<file path="config.mk">
export PLATFORM = sky130hd
export DESIGN_NAME = ordered_id_set_with_groups
export DESIGN_NICKNAME = d
export VERILOG_FILES = /design/src/hw/rtl/osg_pkg.sv /design/src/hw/rtl/osg_mem.sv /design/src/hw/rtl/osg_div.sv /design/src/hw/rtl/ordered_id_set_with_groups.sv
export SDC_FILE = /design/constraint.sdc
export NUM_CORES = 2
export LEC_CHECK = 0
export ABC_CLOCK_PERIOD_IN_PS = 7110
export BUFFER_PORTS_ARGS = -buffer_cell sky130_fd_sc_hd__buf_4
export CAP_MARGIN = 20
export CORE_MARGIN = 2
export CORE_UTILIZATION = 55
export CTS_CLUSTER_SIZE = 25
export DETAILED_ROUTE_END_ITERATION = 10
export PLACE_DENSITY = 0.75
export SYNTH_ARGS = -nofsm -noshare
export SYNTH_HDL_FRONTEND = slang
export SYNTH_SLANG_ARGS = --single-unit
</file>
<file path="constraint.sdc">
create_clock -name clk -period 7.11 [get_ports clk]
set_input_delay 0.711 -clock clk [delete_from_list [all_inputs] [get_ports clk]]
set_output_delay 0.711 -clock clk [all_outputs]
set_load 0.01 [all_outputs]
</file>
<file path="src/hw/rtl/osg_pkg.sv">
package osg_pkg;

  localparam int CAPACITY_DEF = 64;
  localparam int MAX_RESULTS  = 64;
  localparam int ID_W         = 32;
  localparam int OP_W         = 3;
  localparam int WAVE_W       = 6;
  localparam int GS_W         = 7;
  localparam int CNT_OUT_W    = 7;
  localparam int PROD_W       = WAVE_W + GS_W;
  localparam logic [GS_W-1:0] GS_RESET = 7'd1;

  typedef enum logic [OP_W-1:0] {
    OP_QUERY  = 3'd0,
    OP_TOGGLE = 3'd1,
    OP_ADD    = 3'd2,
    OP_REMOVE = 3'd3,
    OP_KEEP   = 3'd4,
    OP_FINISH = 3'd5,
    OP_WAVE   = 3'd6
  } op_t;

  typedef struct packed {
    logic            mark;
    logic [ID_W-1:0] id;
  } entry_t;

endpackage

</file>
<file path="src/hw/rtl/osg_mem.sv">
module osg_mem #(
  parameter int DEPTH = osg_pkg::CAPACITY_DEF,
  parameter int AW    = $clog2(DEPTH)
) (
  input  logic             clk,
  input  logic             we,
  input  logic [AW-1:0]    waddr,
  input  osg_pkg::entry_t  wdata,
  input  logic             re,
  input  logic [AW-1:0]    raddr,
  output osg_pkg::entry_t  rdata
);

  osg_pkg::entry_t mem [DEPTH];

  always_ff @(posedge clk) begin
    if (we) begin
      mem[waddr] <= wdata;
    end
  end

  always_ff @(posedge clk) begin
    if (re) begin
      rdata <= mem[raddr];
    end
  end

endmodule

</file>
<file path="src/hw/rtl/osg_div.sv">
// Restoring divider, one quotient bit per cycle.
module osg_div #(
  parameter int NUM_W = 8
) (
  input  logic                     clk,
  input  logic                     rst_n,
  input  logic                     start,
  input  logic [NUM_W-1:0]         num,
  input  logic [osg_pkg::GS_W-1:0] den,
  output logic                     done,
  output logic [NUM_W-1:0]         quo
);

  localparam int CW = $clog2(NUM_W + 1);
  localparam int DW = osg_pkg::GS_W;

  logic          busy_r;
  logic [CW-1:0] cnt_r;
  logic [DW-1:0] rem_r;
  logic [NUM_W-1:0] num_r;
  logic [NUM_W-1:0] quo_r;
  logic          done_r;

  logic [DW:0] trial;
  logic [DW:0] diff;
  logic        ge;

  assign trial = {rem_r, num_r[NUM_W-1]};
  assign ge    = trial >= {1'b0, den};
  assign diff  = trial - {1'b0, den};

  always_ff @(posedge clk) begin
    if (!rst_n) begin
      busy_r <= 1'b0;
      cnt_r  <= '0;
      done_r <= 1'b0;
    end else begin
      done_r <= busy_r && (cnt_r == CW'(1));
      if (start) begin
        busy_r <= 1'b1;
        cnt_r  <= CW'(NUM_W);
      end else if (busy_r) begin
        cnt_r <= cnt_r - CW'(1);
        if (cnt_r == CW'(1)) begin
          busy_r <= 1'b0;
        end
      end
    end
  end

  always_ff @(posedge clk) begin
    if (start) begin
      rem_r <= '0;
      num_r <= num;
      quo_r <= '0;
    end else if (busy_r) begin
      rem_r <= ge ? diff[DW-1:0] : trial[DW-1:0];
      num_r <= {num_r[NUM_W-2:0], 1'b0};
      quo_r <= {quo_r[NUM_W-2:0], ge};
    end
  end

  assign done = done_r;
  assign quo  = quo_r;

endmodule

</file>
<file path="src/hw/rtl/ordered_id_set_with_groups.sv">
// Query/toggle/add/remove/keep scan one entry per cycle until a hit; a toggle or remove hit
// then shifts the later entries down, and finish compacts the kept ones. Every op then runs
// group-count division (NUM_W = clog2(CAPACITY+127), 8 at CAPACITY 64); all but a wave read
// give one result strobe; a wave read gives one id per cycle, back to back (or one out_none).
// One item at a time. Synchronous reset empties the set, goes idle and sets group_size to 1;
// id/mark memory is not cleared, entries are written before read. Results cannot be stalled.
module ordered_id_set_with_groups #(
  parameter int CAPACITY = osg_pkg::CAPACITY_DEF
) (
  input  logic                          clk,
  input  logic                          rst_n,
  input  logic                          start,
  output logic                          busy,
  input  logic [osg_pkg::OP_W-1:0]      in_op,
  input  logic [osg_pkg::ID_W-1:0]      in_ship_id,
  input  logic [osg_pkg::WAVE_W-1:0]    in_wave_index,
  output logic                          out_strobe,
  output logic                          out_present,
  output logic [osg_pkg::ID_W-1:0]      out_id,
  output logic                          out_last,
  output logic                          out_none,
  output logic                          out_status,
  output logic [osg_pkg::CNT_OUT_W-1:0] out_held_count,
  output logic [osg_pkg::CNT_OUT_W-1:0] out_group_count,
  input  logic                          cfg_valid,
  output logic                          cfg_ready,
  input  logic [osg_pkg::GS_W-1:0]      cfg_group_size
);

  localparam int AW     = (CAPACITY > 1) ? $clog2(CAPACITY) : 1;
  localparam int CNT_W  = $clog2(CAPACITY + 1);
  localparam int NUM_W  = $clog2(CAPACITY + (1 << osg_pkg::GS_W) - 1);
  localparam int PROD_W = osg_pkg::PROD_W;
  localparam int CW     = (CNT_W > PROD_W) ? CNT_W : PROD_W;
  localparam int GS_W   = osg_pkg::GS_W;
  localparam int OCW    = osg_pkg::CNT_OUT_W;

  typedef enum logic [2:0] {
    S_IDLE,
    S_SEARCH,
    S_SHIFT,
    S_COMPACT,
    S_DIV_GO,
    S_DIV_WAIT,
    S_WAVE_SET,
    S_WAVE
  } state_t;

  state_t                     state_r, state_nxt;
  osg_pkg::op_t               op_r, op_nxt;
  logic [osg_pkg::ID_W-1:0]   id_r, id_nxt;
  logic [osg_pkg::WAVE_W-1:0] wave_r, wave_nxt;
  logic [CNT_W-1:0]           count_r, count_nxt;
  logic [GS_W-1:0]            gs_r, gs_nxt;
  logic [OCW-1:0]             gc_r, gc_nxt;
  logic [CNT_W-1:0]           scan_ptr_r, scan_ptr_nxt;
  logic [CNT_W-1:0]           scan_end_r, scan_end_nxt;
  logic [CNT_W-1:0]           wr_ptr_r, wr_ptr_nxt;
  logic                       data_vld_r, data_vld_nxt;
  logic [CNT_W-1:0]           data_idx_r, data_idx_nxt;
  logic                       present_r, present_nxt;
  logic                       status_r, status_nxt;
  logic [PROD_W-1:0]          prod_r, prod_nxt;

  logic                       out_strobe_r, out_strobe_nxt;
  logic                       out_present_r, out_present_nxt;
  logic [osg_pkg::ID_W-1:0]   out_id_r, out_id_nxt;
  logic                       out_last_r, out_last_nxt;
  logic                       out_none_r, out_none_nxt;
  logic                       out_status_r, out_status_nxt;

  logic                       mem_we, mem_re;
  logic [AW-1:0]              mem_waddr, mem_raddr;
  osg_pkg::entry_t            mem_wdata, mem_rdata;

  logic                       div_start, div_done;
  logic [NUM_W-1:0]           div_num, div_quo;

  logic                       scan_more, scan_over, hit;
  logic [CW-1:0]              n_w;

  osg_mem #(
    .DEPTH (CAPACITY),
    .AW    (AW)
  ) u_mem (
    .clk   (clk),
    .we    (mem_we),
    .waddr (mem_waddr),
    .wdata (mem_wdata),
    .re    (mem_re),
    .raddr (mem_raddr),
    .rdata (mem_rdata)
  );

  osg_div #(
    .NUM_W (NUM_W)
  ) u_div (
    .clk   (clk),
    .rst_n (rst_n),
    .start (div_start),
    .num   (div_num),
    .den   (gs_r),
    .done  (div_done),
    .quo   (div_quo)
  );

  assign scan_more = scan_ptr_r < scan_end_r;
  assign scan_over = !scan_more && !data_vld_r;
  assign hit       = data_vld_r && (mem_rdata.id == id_r);
  assign mem_raddr = scan_ptr_r[AW-1:0];
  assign div_num   = NUM_W'(count_r) + NUM_W'(gs_r) - NUM_W'(1);

  always_comb begin
    state_nxt       = state_r;
    op_nxt          = op_r;
    id_nxt          = id_r;
    wave_nxt        = wave_r;
    count_nxt       = count_r;
    gs_nxt          = gs_r;
    gc_nxt          = gc_r;
    scan_ptr_nxt    = scan_ptr_r;
    scan_end_nxt    = scan_end_r;
    wr_ptr_nxt      = wr_ptr_r;
    data_vld_nxt    = 1'b0;
    data_idx_nxt    = scan_ptr_r;
    present_nxt     = present_r;
    status_nxt      = status_r;
    prod_nxt        = prod_r;
    out_strobe_nxt  = 1'b0;
    out_present_nxt = out_present_r;
    out_id_nxt      = out_id_r;
    out_last_nxt    = out_last_r;
    out_none_nxt    = out_none_r;
    out_status_nxt  = out_status_r;
    mem_we          = 1'b0;
    mem_waddr       = '0;
    mem_wdata       = '{mark: 1'b0, id: id_r};
    mem_re          = 1'b0;
    div_start       = 1'b0;
    n_w             = '0;

    if (cfg_valid && cfg_ready) begin
      gs_nxt = cfg_group_size;
    end

    case (state_r)
      S_IDLE: begin
        if (start) begin
          op_nxt       = osg_pkg::op_t'(in_op);
          id_nxt       = in_ship_id;
          wave_nxt     = in_wave_index;
          present_nxt  = 1'b0;
          status_nxt   = 1'b0;
          scan_ptr_nxt = '0;
          scan_end_nxt = count_r;
          wr_ptr_nxt   = '0;
          case (osg_pkg::op_t'(in_op))
            osg_pkg::OP_QUERY, osg_pkg::OP_TOGGLE, osg_pkg::OP_ADD,
            osg_pkg::OP_REMOVE, osg_pkg::OP_KEEP: state_nxt = S_SEARCH;
            osg_pkg::OP_FINISH:                  state_nxt = S_COMPACT;
            default:                             state_nxt = S_DIV_GO;
          endcase
        end
      end

      S_SEARCH: begin
        if (hit) begin
          case (op_r)
            osg_pkg::OP_TOGGLE, osg_pkg::OP_REMOVE: begin
              // close the gap: shift later entries down by one
              scan_ptr_nxt = data_idx_r + CNT_W'(1);
              scan_end_nxt = count_r;
              present_nxt  = 1'b0;
              state_nxt    = S_SHIFT;
            end
            osg_pkg::OP_KEEP: begin
              mem_we      = 1'b1;
              mem_waddr   = data_idx_r[AW-1:0];
              mem_wdata   = '{mark: 1'b1, id: id_r};
              present_nxt = 1'b1;
              state_nxt   = S_DIV_GO;
            end
            default: begin
              present_nxt = 1'b1;
              state_nxt   = S_DIV_GO;
            end
          endcase
        end else if (scan_over) begin
          if (op_r == osg_pkg::OP_TOGGLE || op_r == osg_pkg::OP_ADD) begin
            if (count_r >= CNT_W'(CAPACITY)) begin
              status_nxt = 1'b1;
            end else begin
              mem_we      = 1'b1;
              mem_waddr   = count_r[AW-1:0];
              mem_wdata   = '{mark: 1'b0, id: id_r};
              count_nxt   = count_r + CNT_W'(1);
              present_nxt = 1'b1;
            end
          end
          state_nxt = S_DIV_GO;
        end else if (scan_more) begin
          mem_re       = 1'b1;
          scan_ptr_nxt = scan_ptr_r + CNT_W'(1);
          data_vld_nxt = 1'b1;
        end
      end

      S_SHIFT: begin
        if (data_vld_r) begin
          mem_we    = 1'b1;
          mem_waddr = data_idx_r[AW-1:0] - AW'(1);
          mem_wdata = mem_rdata;
        end
        if (scan_over) begin
          count_nxt = count_r - CNT_W'(1);
          state_nxt = S_DIV_GO;
        end else if (scan_more) begin
          mem_re       = 1'b1;
          scan_ptr_nxt = scan_ptr_r + CNT_W'(1);
          data_vld_nxt = 1'b1;
        end
      end

      S_COMPACT: begin
        // kept entries move down in order with their marks cleared
        if (data_vld_r && mem_rdata.mark) begin
          mem_we     = 1'b1;
          mem_waddr  = wr_ptr_r[AW-1:0];
          mem_wdata  = '{mark: 1'b0, id: mem_rdata.id};
          wr_ptr_nxt = wr_ptr_r + CNT_W'(1);
        end
        if (scan_over) begin
          count_nxt = wr_ptr_r;
          state_nxt = S_DIV_GO;
        end else if (scan_more) begin
          mem_re       = 1'b1;
          scan_ptr_nxt = scan_ptr_r + CNT_W'(1);
          data_vld_nxt = 1'b1;
        end
      end

      S_DIV_GO: begin
        div_start = 1'b1;
        prod_nxt  = PROD_W'(wave_r) * PROD_W'(gs_r);
        state_nxt = S_DIV_WAIT;
      end

      S_DIV_WAIT: begin
        if (div_done) begin
          gc_nxt = (gs_r == '0) ? '0 : div_quo[OCW-1:0];
          if (op_r == osg_pkg::OP_WAVE) begin
            state_nxt = S_WAVE_SET;
          end else begin
            out_strobe_nxt  = 1'b1;
            out_present_nxt = present_r;
            out_id_nxt      = '0;
            out_last_nxt    = 1'b1;
            out_none_nxt    = 1'b0;
            out_status_nxt  = status_r;
            state_nxt       = S_IDLE;
          end
        end
      end

      S_WAVE_SET: begin
        n_w = CW'(count_r) - CW'(prod_r);
        if (CW'(gs_r) < n_w) begin
          n_w = CW'(gs_r);
        end
        if (n_w > CW'(osg_pkg::MAX_RESULTS)) begin
          n_w = CW'(osg_pkg::MAX_RESULTS);
        end
        if (gs_r == '0 || count_r == '0 || CW'(prod_r) >= CW'(count_r)) begin
          out_strobe_nxt  = 1'b1;
          out_present_nxt = 1'b0;
          out_id_nxt      = '0;
          out_last_nxt    = 1'b1;
          out_none_nxt    = 1'b1;
          out_status_nxt  = 1'b0;
          state_nxt       = S_IDLE;
        end else begin
          scan_ptr_nxt = CNT_W'(prod_r);
          scan_end_nxt = CNT_W'(CW'(prod_r) + n_w);
          state_nxt    = S_WAVE;
        end
      end

      S_WAVE: begin
        if (data_vld_r) begin
          out_strobe_nxt  = 1'b1;
          out_present_nxt = 1'b0;
          out_id_nxt      = mem_rdata.id;
          out_last_nxt    = (data_idx_r + CNT_W'(1)) == scan_end_r;
          out_none_nxt    = 1'b0;
          out_status_nxt  = 1'b0;
          if ((data_idx_r + CNT_W'(1)) == scan_end_r) begin
            state_nxt = S_IDLE;
          end
        end
        if (scan_more) begin
          mem_re       = 1'b1;
          scan_ptr_nxt = scan_ptr_r + CNT_W'(1);
          data_vld_nxt = 1'b1;
        end
      end

      default: state_nxt = S_IDLE;
    endcase
  end

  always_ff @(posedge clk) begin
    if (!rst_n) begin
      state_r      <= S_IDLE;
      count_r      <= '0;
      gs_r         <= osg_pkg::GS_RESET;
      gc_r         <= '0;
      data_vld_r   <= 1'b0;
      out_strobe_r <= 1'b0;
    end else begin
      state_r      <= state_nxt;
      count_r      <= count_nxt;
      gs_r         <= gs_nxt;
      gc_r         <= gc_nxt;
      data_vld_r   <= data_vld_nxt;
      out_strobe_r <= out_strobe_nxt;
    end
    op_r          <= op_nxt;
    id_r          <= id_nxt;
    wave_r        <= wave_nxt;
    scan_ptr_r    <= scan_ptr_nxt;
    scan_end_r    <= scan_end_nxt;
    wr_ptr_r      <= wr_ptr_nxt;
    data_idx_r    <= data_idx_nxt;
    present_r     <= present_nxt;
    status_r      <= status_nxt;
    prod_r        <= prod_nxt;
    out_present_r <= out_present_nxt;
    out_id_r      <= out_id_nxt;
    out_last_r    <= out_last_nxt;
    out_none_r    <= out_none_nxt;
    out_status_r  <= out_status_nxt;
  end

  assign busy            = state_r != S_IDLE;
  assign cfg_ready       = state_r == S_IDLE;
  assign out_strobe      = out_strobe_r;
  assign out_present     = out_present_r;
  assign out_id          = out_id_r;
  assign out_last        = out_last_r;
  assign out_none        = out_none_r;
  assign out_status      = out_status_r;
  assign out_held_count  = OCW'(count_r);
  assign out_group_count = gc_r;

`ifndef SYNTH
  a_no_rw_collide: assert property (@(posedge clk) disable iff (!rst_n)
    mem_we && mem_re |-> mem_waddr != mem_raddr)
    else $error("memory read and write hit the same entry");

  a_wave_burst: assert property (@(posedge clk) disable iff (!rst_n)
    out_strobe && !out_last |=> out_strobe)
    else $error("wave result burst broken");

  a_none_form: assert property (@(posedge clk) disable iff (!rst_n)
    out_strobe && out_none |-> out_last && out_id == '0)
    else $error("empty wave result malformed");

  a_no_early_result: assert property (@(posedge clk) disable iff (!rst_n)
    start && !busy |=> !out_strobe)
    else $error("result strobe right after transfer");

  a_count_bound: assert property (@(posedge clk) disable iff (!rst_n)
    out_strobe |-> count_r <= CNT_W'(CAPACITY))
    else $error("held count exceeds capacity");
`endif

endmodule

</file>
==> flow_summary.toml <==
[clocking]
postCtsSetupBuffers = 0
clockBufferDepth = 3
cts_max_level = 4
clk_latency_ns = 0.87
cts_made_buffers = 216
post_cts_resized = 0
cts_tree = "yes"
holdBufCountCts = 28
clkTransAtPathRegs_ns = 0.06
cts-root-buf = "clkbuf_16"
clock_sinks = 2319

[detailed_routing]
drcViolationCount = 0
post_drt_wl_per_cell_um = 32.84
via_count = 45390
drt_pass1_iterations = 6
routed_via_density = 6.634
drt_wl_total_mm = 224.7
drtIter0Drc = 6240
antenna_left = 0

[setup_path]
arrival_ns = 6.40
ff2ff_path_depth = 23
cp_max_fo = 13
path_class = "flip-flop to flip-flop"
r2r_setup_slack_ns = 1.29
cp_cell_sequence = "inv_1 > ha_1 > fa_1 > nand2b_1 > a21oi_1 > o21ai_0 > nor2b_1 > xnor2_1 > inv_1 > ha_1 > a211oi_1 > o2bb2ai_1 > a2111o_1 > o31ai_1 > ha_1 > fa_1 > a21o_1 > a21oi_1 > o21bai_1 > a21oi_1 > xnor2_1 > xnor2_1 > o21ai_1"
r2r-end = "scan_end_r[6]"
crit_slowest_cell = "xnor2_1"
path_delay_family = "compound AO/OA/AOI/OAI gates"
endpoint_kind = "flip-flop"
cpPeakStageDelay_ns = 0.53
start_kind = "flip-flop"
worstPathRequired_ns = 7.69
r2r-start = "out_held_count[0]"
crit_buf_inv = 2

[timing]
setup_tns_ns = 0
period_share = 0.8192
hold_viol_final = 0
fmax_mhz = 171.7
setup_violations = 0
tightest_slew_ns = 1.169
rsz0062_at_grt = "false"
fin_skew_ns = 0.09568
hold_ws_ns = 0.06090
relSlewSlack = 0.2189
post-route-min-period_ns = 5.825
slew_viol_final = 0

[pwr]
ir_drop_v = 0.0003913
sw_frac_of_total = 0.3089
combPwrFrac = 0.292
p_switching_mw = 12.32
power_density_nw_per_um2 = 383.5
leakagePower_nw = 32.76
power.share.clock = 0.280
internal_power_mw = 27.55
p_seq_frac = 0.428
power.total_mw = 39.87

[global_route]
antenna_found_initial = 21
grt_pass1_vias = 45690
grtUsageTotal = 0.2664
overflow = 0
grt_pass1_wl_mm = 324.6
grt_max_degree = 133

[die]
num_rows = 150
die_w_um = 413.4
die_area_um2 = 170900
pin_count = 105
start_util = 0.5525
coreArea_um2 = 166800
die_height_um = 413.4

[yosys]
syn_nets = 4328
synthArstFlopShare = 0
yosys_most_used_dff = "edfxtp_1"
ys_seq_elements = 2319
ys_seq_area_frac = 0.7496
postSynthCellCount = 4173
ys_warn_count = 0
synth_edf_count = 2266
ys_types = 73
postSynthAreaPerCell_um2 = 22.09
syn_area_um2 = 92190

[finish]
nets = 4614
area_growth_pct = 12.75
final_layout_size_suffix_gt1_frac = 0.2927
finalInstanceArea_um2 = 103900

[place]
gp_congestion = 0.8632
dpl_cell_area_um2 = 96420
portBuffers = 104
dp_hpwl_mm = 125.4

[run]
maxCapViolations = 0

[hold_path]
min_delay_worst_endpoint = "op_r[0]"
min_from = "in_op[0]"
hold_depth = 1
min_path_type = "input pin to flip-flop"

[run_status]
status = "finished clean"
## cell families after synthesis
family / share of synthesized area
AO/OA/AOI/OAI: 0.01498
buffers and inverters: 0.01289
adder cells (fa/ha/maj): 0.01610
multiplexers: 0.1747
AND/OR/NAND/NOR: 0.02225
XOR/XNOR: 0.009473
flip-flops: 0.7496
## worst max-delay path by stage
| stage | start | to | slack [ns] | cells past startpoint |
|---|---|---|---|---|
| floorplan | out_held_count[0] | scan_end_r[6] | 2.00 | 24 |
| global placement | out_held_count[0] | scan_end_r[6] | 1.39 | 23 |
| finish | out_held_count[0] | scan_end_r[6] | 1.29 | 23 |
| CTS | out_held_count[0] | scan_end_r[6] | 1.36 | 23 |
| detailed placement | out_held_count[0] | scan_end_r[6] | 1.43 | 23 |
| global route | out_held_count[0] | scan_end_r[6] | 0.83 | 23 |
## power by group through the flow
stage / clock [mW] / sequential [mW] / combinational [mW]
3_3_place_gp: 0 / 17.3 / 11.1
2_1_floorplan: 0 / 17.1 / 7.65
6_report: 11.2 / 17.1 / 11.7
4_1_cts: 11.3 / 17.1 / 11.5
5_1_grt: 11.8 / 17.1 / 12.3
3_5_place_dp: 0 / 17.4 / 11.3
## state kept, by name (all words and copies together), names as in the netlist, 7 cells and up
register	flops
out_held_count	7
u_mem.mem	2112
out_group_count	7
u_div.rem_r	7
gs_r	7
u_div.quo	7
prod_r	13
data_idx_nxt	7
scan_end_r	7
u_mem.rdata	33
data_idx_r	7
id_r	32
out_id	32
u_div.num_r	8
wr_ptr_r	7
## cells in the final DEF (no fill, tap or decap), types with 25 or more instances in the layout
cell type	instances
a21oi_1	41
and2_1	57
buf_12	28
buf_4	215
clkbuf_1	41
clkbuf_16	221
clkinv_1	57
clkinv_2	38
dfxtp_1	53
dlygate4sd3_1	28
edfxtp_1	2266
fa_1	26
ha_1	77
inv_1	86
mux2_2	32
mux4_2	693
nand2_1	102
nand3_1	30
nor2_1	49
nor2_4	64
o21ai_0	54
xnor2_1	67
xor2_1	25
## final cells by class
cell class,instances,area [µm²]
antenna,4,10.01
clock buffer,264,5712
clock inverter,128,1085
fill,10700,62910
inverter,87,326.6
multi-input combinational,1560,22410
sequential,2319,69110
tap,2204,2758
timing repair buffer,275,2530
## worst register-to-register path: stages, from the launching register on
cell and delay, ns:
dfxtp_1 0.52, inv_1 0.18, ha_1 0.27, fa_1 0.41, nand2b_1 0.21, a21oi_1 0.18
o21ai_0 0.13, nor2b_1 0.17, xnor2_1 0.53, inv_1 0.10, ha_1 0.21, a211oi_1 0.23
o2bb2ai_1 0.16, a2111o_1 0.37, o31ai_1 0.14, ha_1 0.24, fa_1 0.44, a21o_1 0.18
a21oi_1 0.24, o21bai_1 0.09, a21oi_1 0.18, xnor2_1 0.16, xnor2_1 0.17, o21ai_1 0.08
## per-layer routing
metal	part of all wire	GRT usage	up-vias	wire length (µm)
li1	-	-	18000	-
met2	0.49	0.4253	3000	110100
met5	0.00060	0	-	134
met1	0.37	0.3722	23990	83530
met4	0.025	0.07661	14	5581
met3	0.11	0.06251	378	25320
## metrics by stage
stage               setup WS, ns    util  std cells
finish                     1.285  0.6230       6841
global route              0.8309  0.6229       6837
global placement           1.390  0.5774       6391
floorplan                  1.998       -       4173
CTS                        1.363  0.6203       6815
detailed placement         1.430  0.5779       6395
## Yosys cell counts (3+ instances only)
library cell / n / area [µm²]
dfxtp_1: 53 / 1061
nor3b_1: 3 / 22.52
nand3_1: 30 / 150.1
xnor3_1: 3 / 67.56
nand3b_1: 3 / 22.52
nand2_1: 102 / 382.9
or3_1: 11 / 68.82
inv_1: 86 / 322.8
and3_1: 6 / 37.54
o21ai_0: 56 / 280.3
a21boi_0: 9 / 67.56
mux2i_1: 12 / 120.1
mux4_2: 693 / 15610
a21boi_1: 3 / 22.52
nor2b_1: 14 / 87.58
xnor2_1: 67 / 586.8
a211oi_1: 7 / 52.55
a21o_1: 15 / 112.6
nor4_1: 7 / 43.79
fa_1: 26 / 520.5
o21bai_1: 6 / 45.04
nand2b_1: 14 / 87.58
nor3_1: 13 / 65.06
a22oi_1: 14 / 105.1
ha_1: 77 / 963.4
mux2_2: 32 / 360.4
clkbuf_1: 118 / 442.9
nor2_1: 114 / 427.9
o21ai_1: 9 / 45.04
a21oi_1: 41 / 205.2
and2_1: 58 / 362.9
nand4_1: 24 / 150.1
o31ai_1: 8 / 60.06
buf_1: 21 / 78.83
or4_1: 3 / 22.52
o211ai_1: 5 / 37.54
edfxtp_1: 2266 / 68050
xor2_1: 25 / 219.0
o21a_1: 7 / 52.55
nor4b_1: 4 / 35.03
buf_2: 68 / 340.3
Note: power is estimated with default switching activity, not from simulation.
